$ cat config.mk
export PLATFORM = sky130hd
export DESIGN_NAME = luma_ordered_dither_4x4_core
export DESIGN_NICKNAME = d
export VERILOG_FILES = /design/src/design/lod4_pkg.sv /design/src/design/luma_ordered_dither_4x4_core.sv
export SDC_FILE = /design/constraint.sdc
export NUM_CORES = 1
export LEC_CHECK = 0
export BUFFER_PORTS_ARGS = -buffer_cell sky130_fd_sc_hd__buf_2
export CAP_MARGIN = 15
export CORE_ASPECT_RATIO = 1.5
export CORE_MARGIN = 5
export CORE_UTILIZATION = 45
export CTS_CLUSTER_SIZE = 40
export DETAILED_ROUTE_END_ITERATION = 12
export PLACE_DENSITY = 0.67
export SYNTH_ARGS = -nofsm -noshare
export SYNTH_HDL_FRONTEND = slang
export SYNTH_SLANG_ARGS = --single-unit
export TNS_END_PERCENT = 5
$ cat constraint.sdc
create_clock -name i_clk -period 12.6 [get_ports i_clk]
set_clock_uncertainty 0.15 [all_clocks]
set_input_delay 0.63 -clock i_clk [delete_from_list [all_inputs] [get_ports i_clk]]
set_output_delay 0.63 -clock i_clk [all_outputs]
set_load 0.01 [all_outputs]
$ cat src/design/lod4_pkg.sv
// Package for the 4x4 ordered-dither luma core.
// Holds request types, register indexes and the fixed luma, dither and quantizer constants.
// No dependencies.
package lod4_pkg;

    // Configuration port shape
    localparam int CFG_IDX_W  = 2;
    localparam int CFG_DATA_W = 13;

    localparam logic [CFG_IDX_W-1:0] CFG_FRAME_WIDTH    = 2'd0;
    localparam logic [CFG_IDX_W-1:0] CFG_FRAME_HEIGHT   = 2'd1;
    localparam logic [CFG_IDX_W-1:0] CFG_SINGLE_CHANNEL = 2'd2;

    // Rec.709 weights, 16 fraction bits (sum is 65536)
    localparam logic [15:0] WEIGHT_RED   = 16'd13933;
    localparam logic [15:0] WEIGHT_GREEN = 16'd46871;
    localparam logic [15:0] WEIGHT_BLUE  = 16'd4732;

    // x / 17 == (x * 241) >> 12 for every x up to 263
    localparam logic [7:0] RECIP_17       = 8'd241;
    localparam int         RECIP_17_SHIFT = 12;
    localparam logic [3:0] LEVEL_MAX      = 4'd15;
    localparam logic [3:0] ROUND_HALF     = 4'd8;

    typedef struct packed {
        logic [7:0] red;
        logic [7:0] green;
        logic [7:0] blue;
    } t_pix_in;

    typedef struct packed {
        logic [7:0] luma;
        logic [3:0] level;
        logic [7:0] dithered;
        logic       frame_end;
    } t_pix_out;

    // Bayer entry minus 128, divided by 16 (exact, entries are multiples of 16).
    // Index is {row[1:0], col[1:0]}.
    function automatic logic signed [3:0] bayer_offset(input logic [3:0] pos);
        logic signed [3:0] off;
        case (pos)
            4'h0: off = -4'sd8;
            4'h1: off =  4'sd0;
            4'h2: off = -4'sd6;
            4'h3: off =  4'sd2;
            4'h4: off =  4'sd4;
            4'h5: off = -4'sd4;
            4'h6: off =  4'sd6;
            4'h7: off = -4'sd2;
            4'h8: off = -4'sd5;
            4'h9: off =  4'sd3;
            4'hA: off = -4'sd7;
            4'hB: off =  4'sd1;
            4'hC: off =  4'sd7;
            4'hD: off = -4'sd1;
            4'hE: off =  4'sd5;
            4'hF: off = -4'sd3;
            default: off = 4'sd0;
        endcase
        return off;
    endfunction

endpackage

$ cat src/design/luma_ordered_dither_4x4_core.sv
// Top level of the 4x4 ordered-dither luma core: position counters, weight products,
// luma sum, Bayer bias, clamp and 16-level quantizer. Depends on lod4_pkg.
//
// Pipeline: input register (weight products, position), then result register (luma sum,
// Bayer bias, clamp and quantizer). Throughput: one pixel per cycle while the downstream
// side does not stall; the input register takes one more request while a finished result
// waits for the downstream side, then the input stalls.
// Reset (synchronous, active low): pipeline empty, counters at 0, frame size 1x1, color mode.
module luma_ordered_dither_4x4_core #(
    parameter int MAX_DIMENSION = 4096
) (
    input  logic                         i_clk,
    input  logic                         i_rst_n,
    // Pixel request channel
    input  logic                         i_in_valid,
    output logic                         o_in_stall,
    input  lod4_pkg::t_pix_in            i_in_req,
    // Result channel
    output logic                         o_out_valid,
    input  logic                         i_out_stall,
    output lod4_pkg::t_pix_out           o_out_req,
    // Configuration write port
    input  logic                         i_cfg_we,
    input  logic [lod4_pkg::CFG_IDX_W-1:0]  i_cfg_idx,
    input  logic [lod4_pkg::CFG_DATA_W-1:0] i_cfg_data
);
    import lod4_pkg::*;

    localparam int CW   = $clog2(MAX_DIMENSION);
    localparam int SW   = $clog2(MAX_DIMENSION + 1);
    localparam int CMPW = ((SW > CFG_DATA_W) ? SW : CFG_DATA_W) + 1;

    // Configuration registers
    logic [CFG_DATA_W-1:0] r_frame_width;
    logic [CFG_DATA_W-1:0] r_frame_height;
    logic                  r_single;

    always_ff @(posedge i_clk) begin
        if (!i_rst_n) begin
            r_frame_width  <= CFG_DATA_W'(1);
            r_frame_height <= CFG_DATA_W'(1);
            r_single       <= 1'b0;
        end else if (i_cfg_we) begin
            case (i_cfg_idx)
                CFG_FRAME_WIDTH:    r_frame_width  <= i_cfg_data;
                CFG_FRAME_HEIGHT:   r_frame_height <= i_cfg_data;
                CFG_SINGLE_CHANNEL: r_single       <= i_cfg_data[0];
                default: ;
            endcase
        end
    end

    // Effective frame size: zero acts as 1, oversize clamps to MAX_DIMENSION
    logic [CMPW-1:0] eff_w;
    logic [CMPW-1:0] eff_h;

    always_comb begin
        if (r_frame_width == '0) begin
            eff_w = CMPW'(1);
        end else if (CMPW'(r_frame_width) > CMPW'(MAX_DIMENSION)) begin
            eff_w = CMPW'(MAX_DIMENSION);
        end else begin
            eff_w = CMPW'(r_frame_width);
        end
        if (r_frame_height == '0) begin
            eff_h = CMPW'(1);
        end else if (CMPW'(r_frame_height) > CMPW'(MAX_DIMENSION)) begin
            eff_h = CMPW'(MAX_DIMENSION);
        end else begin
            eff_h = CMPW'(r_frame_height);
        end
    end

    // Pipeline handshake
    logic r_s1_valid;
    logic r_out_valid;
    logic out_load;
    logic in_accept;

    assign out_load   = r_s1_valid && (!r_out_valid || !i_out_stall);
    assign o_in_stall = r_s1_valid && !out_load;
    assign in_accept  = i_in_valid && !o_in_stall;

    // Raster position counters
    logic [CW-1:0] r_col;
    logic [CW-1:0] r_row;
    logic          last_col;
    logic          last_row;

    assign last_col = (CMPW'(r_col) + CMPW'(1)) >= eff_w;
    assign last_row = (CMPW'(r_row) + CMPW'(1)) >= eff_h;

    always_ff @(posedge i_clk) begin
        if (!i_rst_n) begin
            r_col <= '0;
            r_row <= '0;
        end else if (in_accept) begin
            if (last_col) begin
                r_col <= '0;
                r_row <= last_row ? '0 : r_row + CW'(1);
            end else begin
                r_col <= r_col + CW'(1);
            end
        end
    end

    // Stage 1: weight products and position capture
    logic [21:0] r_s1_prod_r;
    logic [23:0] r_s1_prod_g;
    logic [20:0] r_s1_prod_b;
    logic [7:0]  r_s1_gray;
    logic        r_s1_single;
    logic [3:0]  r_s1_pos;
    logic        r_s1_end;

    always_ff @(posedge i_clk) begin
        if (!i_rst_n) begin
            r_s1_valid <= 1'b0;
        end else if (in_accept) begin
            r_s1_valid <= 1'b1;
        end else if (out_load) begin
            r_s1_valid <= 1'b0;
        end
    end

    always_ff @(posedge i_clk) begin
        if (in_accept) begin
            r_s1_prod_r <= 22'(i_in_req.red * WEIGHT_RED);
            r_s1_prod_g <= 24'(i_in_req.green * WEIGHT_GREEN);
            r_s1_prod_b <= 21'(i_in_req.blue * WEIGHT_BLUE);
            r_s1_gray   <= i_in_req.red;
            r_s1_single <= r_single;
            r_s1_pos    <= {r_row[1:0], r_col[1:0]};
            r_s1_end    <= last_col && last_row;
        end
    end

    // Stage 2 logic: luma sum, Bayer bias, clamp, quantize
    logic [23:0]       luma_sum;
    logic [7:0]        luma;
    logic signed [9:0] biased;
    logic [7:0]        clamped;
    logic [8:0]        rounded;
    logic [16:0]       quot_prod;
    logic [4:0]        quot;
    logic [3:0]        level;

    always_comb begin
        luma_sum = 24'(r_s1_prod_r) + r_s1_prod_g + 24'(r_s1_prod_b);
        luma     = r_s1_single ? r_s1_gray : luma_sum[23:16];
        biased   = $signed({2'b00, luma}) + 10'(bayer_offset(r_s1_pos));
        if (biased < 0) begin
            clamped = 8'd0;
        end else if (biased > 10'sd255) begin
            clamped = 8'd255;
        end else begin
            clamped = biased[7:0];
        end
        rounded   = 9'(clamped) + 9'(ROUND_HALF);
        quot_prod = 17'(rounded) * 17'(RECIP_17);
        quot      = quot_prod[RECIP_17_SHIFT +: 5];
        level     = (quot > 5'(LEVEL_MAX)) ? LEVEL_MAX : quot[3:0];
    end

    // Result register
    t_pix_out r_out;

    always_ff @(posedge i_clk) begin
        if (!i_rst_n) begin
            r_out_valid <= 1'b0;
        end else if (out_load) begin
            r_out_valid <= 1'b1;
        end else if (!i_out_stall) begin
            r_out_valid <= 1'b0;
        end
    end

    always_ff @(posedge i_clk) begin
        if (out_load) begin
            r_out.luma      <= luma;
            r_out.level     <= level;
            r_out.dithered  <= {level, level};
            r_out.frame_end <= r_s1_end;
        end
    end

    assign o_out_valid = r_out_valid;
    assign o_out_req   = r_out;

    // Checks
    a_col_in_range: assert property (@(posedge i_clk) disable iff (!i_rst_n)
        CMPW'(r_col) < CMPW'(MAX_DIMENSION))
        else $error("column counter beyond maximum dimension");

    a_col_wrap: assert property (@(posedge i_clk) disable iff (!i_rst_n)
        in_accept && last_col |=> r_col == '0)
        else $error("column counter did not wrap at row end");

    a_stall_needs_item: assert property (@(posedge i_clk) disable iff (!i_rst_n)
        o_in_stall |-> r_s1_valid && r_out_valid)
        else $error("input stalled with room in the pipeline");

    a_dither_level: assert property (@(posedge i_clk) disable iff (!i_rst_n)
        o_out_valid |-> o_out_req.dithered == {o_out_req.level, o_out_req.level})
        else $error("dithered value is not level times 17");

endmodule
* Word level (Yosys, flattened, before mapping)
Memories as Yosys holds them, arrays and structs flattened. A register that Yosys moved wholly into a read port is not among the register bits.
Cells that the tools add are included.
** Word-level totals
- Register bits :: 153
- Bits in read-only memories :: 64
- Input port bits :: 44
- Output and inout bits :: 23
- Logic and storage cells :: 73
- Memories kept :: 1
** Cells by class
- Add/sub/neg operators :: 8
- Multipliers :: 4
- Order comparisons :: 7
- Equality and inequality tests :: 3
- Mux-type cells :: 15
- Reductions and logical operators :: 17
** Memories
- (name not given) :: words 16, width 4, rd ports 1, clocked after Yosys merged registers in 1, wr ports 0, RTL line lod4_pkg.sv:42 : case (pos)
** Operators by type and width (count)
- 13-bit 2-to-1 mux :: 4
- 13-bit by 14-bit greater-or-equal comparator with 1-bit output :: 2
- 12-bit by 1-bit adder with 13-bit output, second input constant :: 2
- 13-bit > comparator, second input constant :: 2
- 13-bit zero test :: 2
- 12-bit by 1-bit adder with 12-bit output, second input constant :: 2
- 22-bit by 24-bit adder with 24-bit output :: 1
- 24-bit by 21-bit adder with 24-bit output :: 1
- 8-bit by 16-bit multiplier with 24-bit output, second input constant :: 1
- 12-bit 2-to-1 mux :: 2
- 8-bit 2-to-1 mux :: 3
- 8-bit by 14-bit multiplier with 22-bit output, second input constant :: 1
- 8-bit by 11-bit multiplier with 19-bit output, second input constant :: 1
- 9-bit by 8-bit multiplier with 17-bit output, second input constant :: 1
- 9-bit by 4-bit adder with 10-bit output :: 1
- 10-bit by 9-bit > comparator with 1-bit output, second input constant :: 1
- 10-bit by 1-bit less-than comparator with 1-bit output, second input constant :: 1
- 8-bit by 4-bit adder with 9-bit output, second input constant :: 1
- 4-bit 2-to-1 mux :: 2
- 2-bit AND reduction :: 4
- 5-bit by 4-bit > comparator with 1-bit output, second input constant :: 1
- 1-bit logical AND :: 4
- 1-bit zero test :: 4
- 1-bit 2-to-1 mux :: 4
- other kinds (6) :: 6

* Logic depth before layout (Yosys ltp)
Gate-level depths: netlist of the first run.
- Depth in word-level cells :: 11
- Mapped depth :: 37
- Gate-level depth less buffers :: 37

* Worst setup path after synthesis of the first run
OpenSTA, ideal clock, no wires.
- Path kind :: reg2reg
- From :: reg r_s1_prod_r[5]
- To :: reg r_out (netlist bit o_out_req[11]) (data pin)
- Setup time :: 260 ps
- Arrival time :: 8586 ps
- Required time :: 12190 ps
- Slack :: 3604 ps
- Stages on the path, launching flop included :: 34
- Path buffers :: 0
- Period minus slack after synthesis :: 8996 ps
- Cells stage by stage :: edfxtp_1 fa_1 ha_1 a2111o_1 o2111ai_1 a311oi_1 or3_1 o31a_1 xor2_1 mux2_2 ha_1 nor3_1 or3b_1 nand2_1 and3_2 nor2_1 a21oi_1 ha_1 inv_1 xnor2_1 xnor2_1 fa_1 inv_1 ha_1 ha_1 ha_1 a211oi_1 nand2_1 or2_2 a2111oi_0 a221o_1 o31ai_1 a21oi_1 mux2_2
** Between the ends
- Word-level cells in the longest chain between the ends :: 11
- Elaborated cells on any way between the ends :: 12
- Those cells by class :: add/sub (4); mul (1); order compare (3); mux (4)
** RTL lines
- from (decl) :: RTL line luma_ordered_dither_4x4_core.sv:108 : logic [21:0] r_s1_prod_r;
- from (signal assigned) :: RTL line luma_ordered_dither_4x4_core.sv:128 : r_s1_prod_r <= 22'(i_in_req.red * WEIGHT_RED);
- 22-bit by 24-bit adder with 24-bit output (*) :: RTL line luma_ordered_dither_4x4_core.sv:149 : luma_sum = 24'(r_s1_prod_r) + r_s1_prod_g + 24'(r_s1_prod_b);
- 24-bit by 21-bit adder with 24-bit output (*) :: RTL line luma_ordered_dither_4x4_core.sv:149
- 8-bit 2-to-1 mux (*) :: RTL line luma_ordered_dither_4x4_core.sv:150 : luma = r_s1_single ? r_s1_gray : luma_sum[23:16];
- named net luma[7] :: RTL line luma_ordered_dither_4x4_core.sv:140 : logic [7:0] luma;
- 9-bit by 4-bit adder with 10-bit output (*) :: RTL line luma_ordered_dither_4x4_core.sv:151 : biased = $signed({2'b00, luma}) + 10'(bayer_offset(r_s1_pos));
- 10-bit by 9-bit > comparator with 1-bit output :: RTL line luma_ordered_dither_4x4_core.sv:154 : end else if (biased > 10'sd255) begin
- 8-bit 2-to-1 mux :: RTL line luma_ordered_dither_4x4_core.sv:154
- 8-bit 2-to-1 mux (*) :: RTL line luma_ordered_dither_4x4_core.sv:152 : if (biased < 0) begin
- 8-bit by 4-bit adder with 9-bit output (*) :: RTL line luma_ordered_dither_4x4_core.sv:159 : rounded = 9'(clamped) + 9'(ROUND_HALF);
- 9-bit by 8-bit multiplier with 17-bit output (*) :: RTL line luma_ordered_dither_4x4_core.sv:160 : quot_prod = 17'(rounded) * 17'(RECIP_17);
- 5-bit by 4-bit > comparator with 1-bit output :: RTL line luma_ordered_dither_4x4_core.sv:162 : level = (quot > 5'(LEVEL_MAX)) ? LEVEL_MAX : quot[3:0];
- 4-bit 2-to-1 mux (*) :: RTL line luma_ordered_dither_4x4_core.sv:162
- to (decl) :: RTL line luma_ordered_dither_4x4_core.sv:166 : t_pix_out r_out;
The timed path passes the listed nets; every way through them passes the cells marked *.
A chain may end at the register's enable or synchronous reset.

* Worst setup path in the final report of the first run
Same ends and word-level chain as after synthesis.

==> flow_summary.json, run 1 <==
{
  "outcome": "finished, final reports clean",
  "top_layer_used": "met4",
  "ys.flop_type": "edfxtp_1",
  "clk_latency_ps": 420,
  "vias": 10830,
  "drt-total-wl_mm": 31.33,
  "syn_nets": 1933,
  "critical_path.most_common_cell": "ha_1",
  "grt-ovfl-total": 0,
  "synth_top_cell_area_share_pct": 21.16,
  "grt_pass1_wl_mm": 51.83,
  "antenna_found_initial": 0,
  "syn_area_sq_um": 14900,
  "die_w_um": 158.6,
  "setup_tns_ps": 0,
  "core_sq_um": 32630,
  "area_growth_pct": 8.632,
  "synthesis.instances": 1523,
  "yosys-top-cells-area": "ha_1 (21%), edfxtp_1 (18%), fa_1 (15%)",
  "hpwl_mm": 26.25,
  "slowest_stage": "fa_1",
  "criticalPathCategory": "reg -> reg",
  "seq_area_sq_um": 3844,
  "wl_met2_mm": 17.73,
  "cts_hold_buf": 0,
  "gp_congestion": 0.8797,
  "synth.cells.most_frequent": "ha_1 (252), inv_1 (218), nand2_1 (148)",
  "nets": 1988,
  "met3_length_um": 717,
  "ys_seq_area_share_pct": 25.80,
  "critical_path.startpoint": "r_s1_prod_r[5]",
  "synth_most_common_cell": "ha_1",
  "routed_via_density": 5.397,
  "cp_slowest_stage_delay_ps": 560,
  "wl_per_cell_um": 15.62,
  "multi_input_area_sq_um": 10080,
  "fp.dieArea_sq_um": 36930,
  "start_util_pct": 45.66,
  "fill_cells": 2970,
  "yosysTopAreaCell": "ha_1",
  "drt_iter0_drc": 493,
  "crit_arrival_ps": 9850,
  "grt_pass1_vias": 11010,
  "grt_max_degree": 91,
  "cts_resized": 0,
  "max_freq_mhz": 101.8,
  "r2r_slack_ps": 2770,
  "ys_warn_count": 0,
  "maxCapViolations": 0,
  "final_max_slew_viol_count": 0,
  "slew_headroom_pct": 23.44,
  "dieHeight_um": 232.9,
  "critPathMaxFanout": 8,
  "ant_nets": 0,
  "port-buffer-count": 66,
  "post-route-period-util_pct": 77.99,
  "period_needed_ps": 9827,
  "htreeDepth": 4,
  "cts_inserted_buffers": 17,
  "track_usage_pct": 17.39,
  "synth_edf_count": 90,
  "io_pins": 67,
  "setup-violations-final": 0,
  "rsz0062_at_grt": "no",
  "ys_ff_latch": 147,
  "cp.required_ps": 12620,
  "async_flop_share_pct": 0,
  "finalHoldViolCount": 0,
  "synth_cell_types": 72,
  "cts_setup_buffers": 0,
  "clock_tree.root_cell": "clkbuf_16",
  "clk_pin_slew_ps": 70,
  "drt-met1-wl_mm": 11.98,
  "clock_path_buffers": 2,
  "clock_sinks": 147,
  "reg2reg_depth": 33,
  "drtPass1Iterations": 5,
  "min_delay_path_depth": 0,
  "drive_above_1_share_pct": 8.045,
  "worst_setup_path_start_kind": "flip-flop",
  "num_rows": 81,
  "worstMarginPinSlew_ps": 1148,
  "drc_errors": 0,
  "cp-end-kind": "flip-flop",
  "syn_avg_cell_area_sq_um": 9.784,
  "timing.rr.end": "o_out_req[11]",
  "cts_tree": "yes",
  "n_antenna_cell": 0,
  "hp-class": "reg -> reg",
  "cp-endpoint": "o_out_req[11]",
  "rr_startpoint": "r_s1_prod_r[5]"
}
==> routing by layer <==
metal | vias to the layer above | track usage [%]
met5 | - | 0
met4 | 0 | 5.521
met3 | 52 | 1.805
met2 | 173 | 34.61
met1 | 5204 | 18.59
li1 | 5397 | -
==> area by class of cell <==
cell class / count / area share (%)
Clock buffer: 18 / 2.651
Clock inverter: 14 / 0.8271
Sequential cell: 147 / 23.75
Timing Repair Buffer: 70 / 2.226
Tap cell: 415 / 3.208
Multi-Input combinational cell: 1123 / 62.26
Inverter: 219 / 5.086
==> critical path, delay by kind of cell (launching register included) <==
| kind | cells | cell delay (ps) |
|---|---|---|
| XOR/XNOR | 2 | 480 |
| adder cells (fa/ha/maj) | 8 | 2670 |
| buffers and inverters | 2 | 260 |
| multiplexers | 2 | 630 |
| AND/OR/NAND/NOR | 8 | 2140 |
| flip-flops | 1 | 420 |
| AO/OA/AOI/OAI | 11 | 2830 |
==> per-stage QoR <==
stage	worst slack [ps]	hold WS [ps]	instance area [sq um]	util, %	cells
4_1_cts	2761	274.3	16190	49.60	2006
5_1_grt	2101	282.4	16190	49.60	2006
3_3_place_gp	3067	255.1	15620	47.88	1974
2_1_floorplan	3604	250.3	14900	-	1523
3_5_place_dp	2826	259.3	15620	47.88	1974
6_report	2773	276.5	16190	49.60	2006
==> placed cells by master (no fill, tap or decap), types with 9 or more instances in the layout <==
master,n
a21boi_0,29
a21o_1,17
a21oi_1,54
and3_1,20
buf_2,66
clkbuf_16,17
dfxtp_1,57
edfxtp_1,90
fa_1,114
ha_1,252
inv_1,217
nand2_1,148
nand2b_1,9
nand3_1,39
nand3b_1,11
nor2_1,61
nor2b_1,12
nor3_1,32
o2111ai_1,9
o211ai_1,23
o21a_1,24
o21ai_0,36
o22ai_1,11
or2_2,9
or3_1,10
xnor2_1,64
xor2_1,25
==> flip-flops by register name, indices dropped and copies added, names as in the netlist, 4 cells and up, named ones only <==
register	flops
r_s1_prod_b	19
r_frame_height	13
r_s1_pos	4
o_out_req	13
r_s1_prod_g	24
r_s1_gray	6
r_frame_width	13
r_s1_prod_r	22
r_col	12
r_row	12
==> how the worst min path moves through the flow <==
| stage | endpoint | slack [ps] | from |
|---|---|---|---|
| floorplan | o_out_req[0] | 250 | r_s1_end |
| detailed placement | o_out_req[0] | 260 | r_s1_end |
| global placement | o_out_req[0] | 260 | r_s1_end |
| CTS | o_out_req[0] | 270 | r_s1_end |
| global route | o_out_req[0] | 280 | r_s1_end |
| finish | o_out_req[0] | 280 | r_s1_end |
==> kinds of logic (layout without fill, tap and decap cells) <==
| logic type | count (synthesis) | in the layout | share of synthesized area (%) |
|---|---|---|---|
| buffers and inverters | 253 | 321 | 6.575 |
| AND/OR/NAND/NOR | 384 | 384 | 12.42 |
| multiplexers | 12 | 12 | 0.8397 |
| flip-flops | 147 | 147 | 25.80 |
| adder cells (fa/ha/maj) | 367 | 367 | 36.54 |
| XOR/XNOR | 90 | 90 | 5.341 |
| AO/OA/AOI/OAI | 270 | 270 | 12.49 |
Power of run 1 is left out: the tool's default activity adds up to more than one toggle a clock period on the data nets, which glitch-free logic cannot reach.
==> run 2, diff against run 1 <==
==> constraint.sdc (replaced) <==
create_clock -name i_clk -period 10.1 [get_ports i_clk]
set_clock_uncertainty 0.15 [all_clocks]
set_input_delay 0.505 -clock i_clk [delete_from_list [all_inputs] [get_ports i_clk]]
set_output_delay 0.505 -clock i_clk [all_outputs]
set_load 0.01 [all_outputs]
==> flow_summary.json, run 2 (synthesis results as in run 1) <==
{
  "cts_tree": "yes",
  "criticalPathCategory": "reg -> reg",
  "setup-violations-final": 0,
  "drtPass1Iterations": 7,
  "cts_inserted_buffers": 17,
  "outcome": "finished, final reports clean",
  "worstMarginPinSlew_ps": 1093,
  "timing.rr.end": "o_out_req[11]",
  "clock_path_buffers": 2,
  "slew_headroom_pct": 27.13,
  "max_freq_mhz": 104.9,
  "clk_latency_ps": 420,
  "setup_tns_ps": 0,
  "drt_iter0_drc": 460,
  "slowest_stage": "fa_1",
  "track_usage_pct": 17.32,
  "ant_nets": 0,
  "layout_common_cells": "ha_1 (252), inv_1 (217), nand2_1 (148)",
  "port-buffer-count": 66,
  "critical_path.startpoint": "r_s1_prod_r[5]",
  "area_growth_pct": 9.027,
  "clk_pin_slew_ps": 60,
  "hp-class": "in -> reg",
  "n_antenna_cell": 0,
  "io_pins": 67,
  "dp_cells": 1974,
  "nets": 1989,
  "gp_congestion": 0.8796,
  "fp.dieArea_sq_um": 36930,
  "largest_reg_flops": 24,
  "cp.required_ps": 10120,
  "final_max_slew_viol_count": 0,
  "mostFrequentLayoutCell": "ha_1",
  "top_regs": "r_s1_prod_g (24), r_s1_prod_r (22), r_s1_prod_b (19)",
  "htreeDepth": 4,
  "fill_cells": 2991,
  "num_rows": 81,
  "drt-total-wl_mm": 31.26,
  "vias": 10810,
  "post-route-period-util_pct": 94.41,
  "crit_arrival_ps": 9550,
  "hpwl_mm": 26.24,
  "wl_per_cell_um": 15.58,
  "routed_via_density": 5.387,
  "grt_max_degree": 91,
  "critPathMaxFanout": 8,
  "worst_setup_path_start_kind": "flip-flop",
  "drc_errors": 0,
  "min-delay-start": "i_in_valid",
  "maxCapViolations": 0,
  "r2r_slack_ps": 560,
  "grt_pass1_vias": 11160,
  "cp_slowest_stage_delay_ps": 560,
  "reg2reg_depth": 33,
  "drive_above_1_share_pct": 8.543,
  "min_delay_path_depth": 2,
  "rr_startpoint": "r_s1_prod_r[5]",
  "dieHeight_um": 232.9,
  "hold_end": "r_s1_valid",
  "antenna_found_initial": 0,
  "grt-ovfl-total": 0,
  "finalNonFillerCells": 2007,
  "cts_hold_buf": 0,
  "finalHoldViolCount": 0,
  "clock_sinks": 147,
  "period_needed_ps": 9536,
  "die_w_um": 158.6,
  "cp-end-kind": "flip-flop",
  "regMostFlops": "r_s1_prod_g",
  "critical_path.most_common_cell": "ha_1",
  "clock_tree.root_cell": "clkbuf_16",
  "start_util_pct": 45.66,
  "core_sq_um": 32630,
  "grt_pass1_wl_mm": 52.03
}
==> run 2: cell count changes in the layout (fill, tap and decap cells not counted), sizes merged <==
cell,delta
buf,+1
==> run 2: timing repair <==
action,4_1_cts,5_1_grt
setup buffers,0,0
gates resized for setup,0,7
endpoints found under the setup margin,0,4
==> run 2: stage by stage <==
step	util, %	setup WS, ps	instance area [sq um]	hold WS, ps
global route	49.78	-23.46	16250	163.2
detailed placement	47.88	319.3	15620	259.3
CTS	49.60	266.5	16190	167.1
finish	49.78	564.4	16250	180.0
floorplan	-	1104	14900	250.3
global placement	47.88	567.4	15620	255.0
==> run 2: worst max-delay path by stage <==
| stage | slack, ps | cells past startpoint | to |
|---|---|---|---|
| after floorplan | 1100 | 33 | o_out_req[11] |
| after detailed placement | 320 | 33 | o_out_req[11] |
| after CTS | 270 | 33 | o_out_req[11] |
| after global placement | 570 | 33 | o_out_req[11] |
| final | 560 | 33 | o_out_req[11] |
| after global routing | -20 | 33 | o_out_req[11] |
==> run 2: layer usage <==
layer	vias to the layer above	GRT usage (%)	wire length, um
met1	5213	18.65	11920
met4	0	5.095	828
li1	5403	-	-
met2	148	34.54	17810
met5	-	0	0
met3	47	1.805	704
==> run 2: worst max-delay path, delay by kind of cell (launching register included) <==
kind,cells,cell delay (ps)
flip-flops,1,400
XOR/XNOR,2,470
adder cells (fa/ha/maj),8,2660
buffers and inverters,2,250
AO/OA/AOI/OAI,11,2630
multiplexers,2,630
AND/OR/NAND/NOR,8,2060
==> run 2: cell type report <==
cell class / count / area (sq um) / share of cell area, %
clock buffer: 18 / 429.2 / 2.642
clock inverter: 14 / 133.9 / 0.8241
inverter: 219 / 823.3 / 5.068
multi-input combinational: 1123 / 10120 / 62.27
sequential: 147 / 3844 / 23.66
tap: 415 / 519.2 / 3.196
timing repair buffer: 71 / 380.4 / 2.341
Power of run 2 is left out for the same reason.
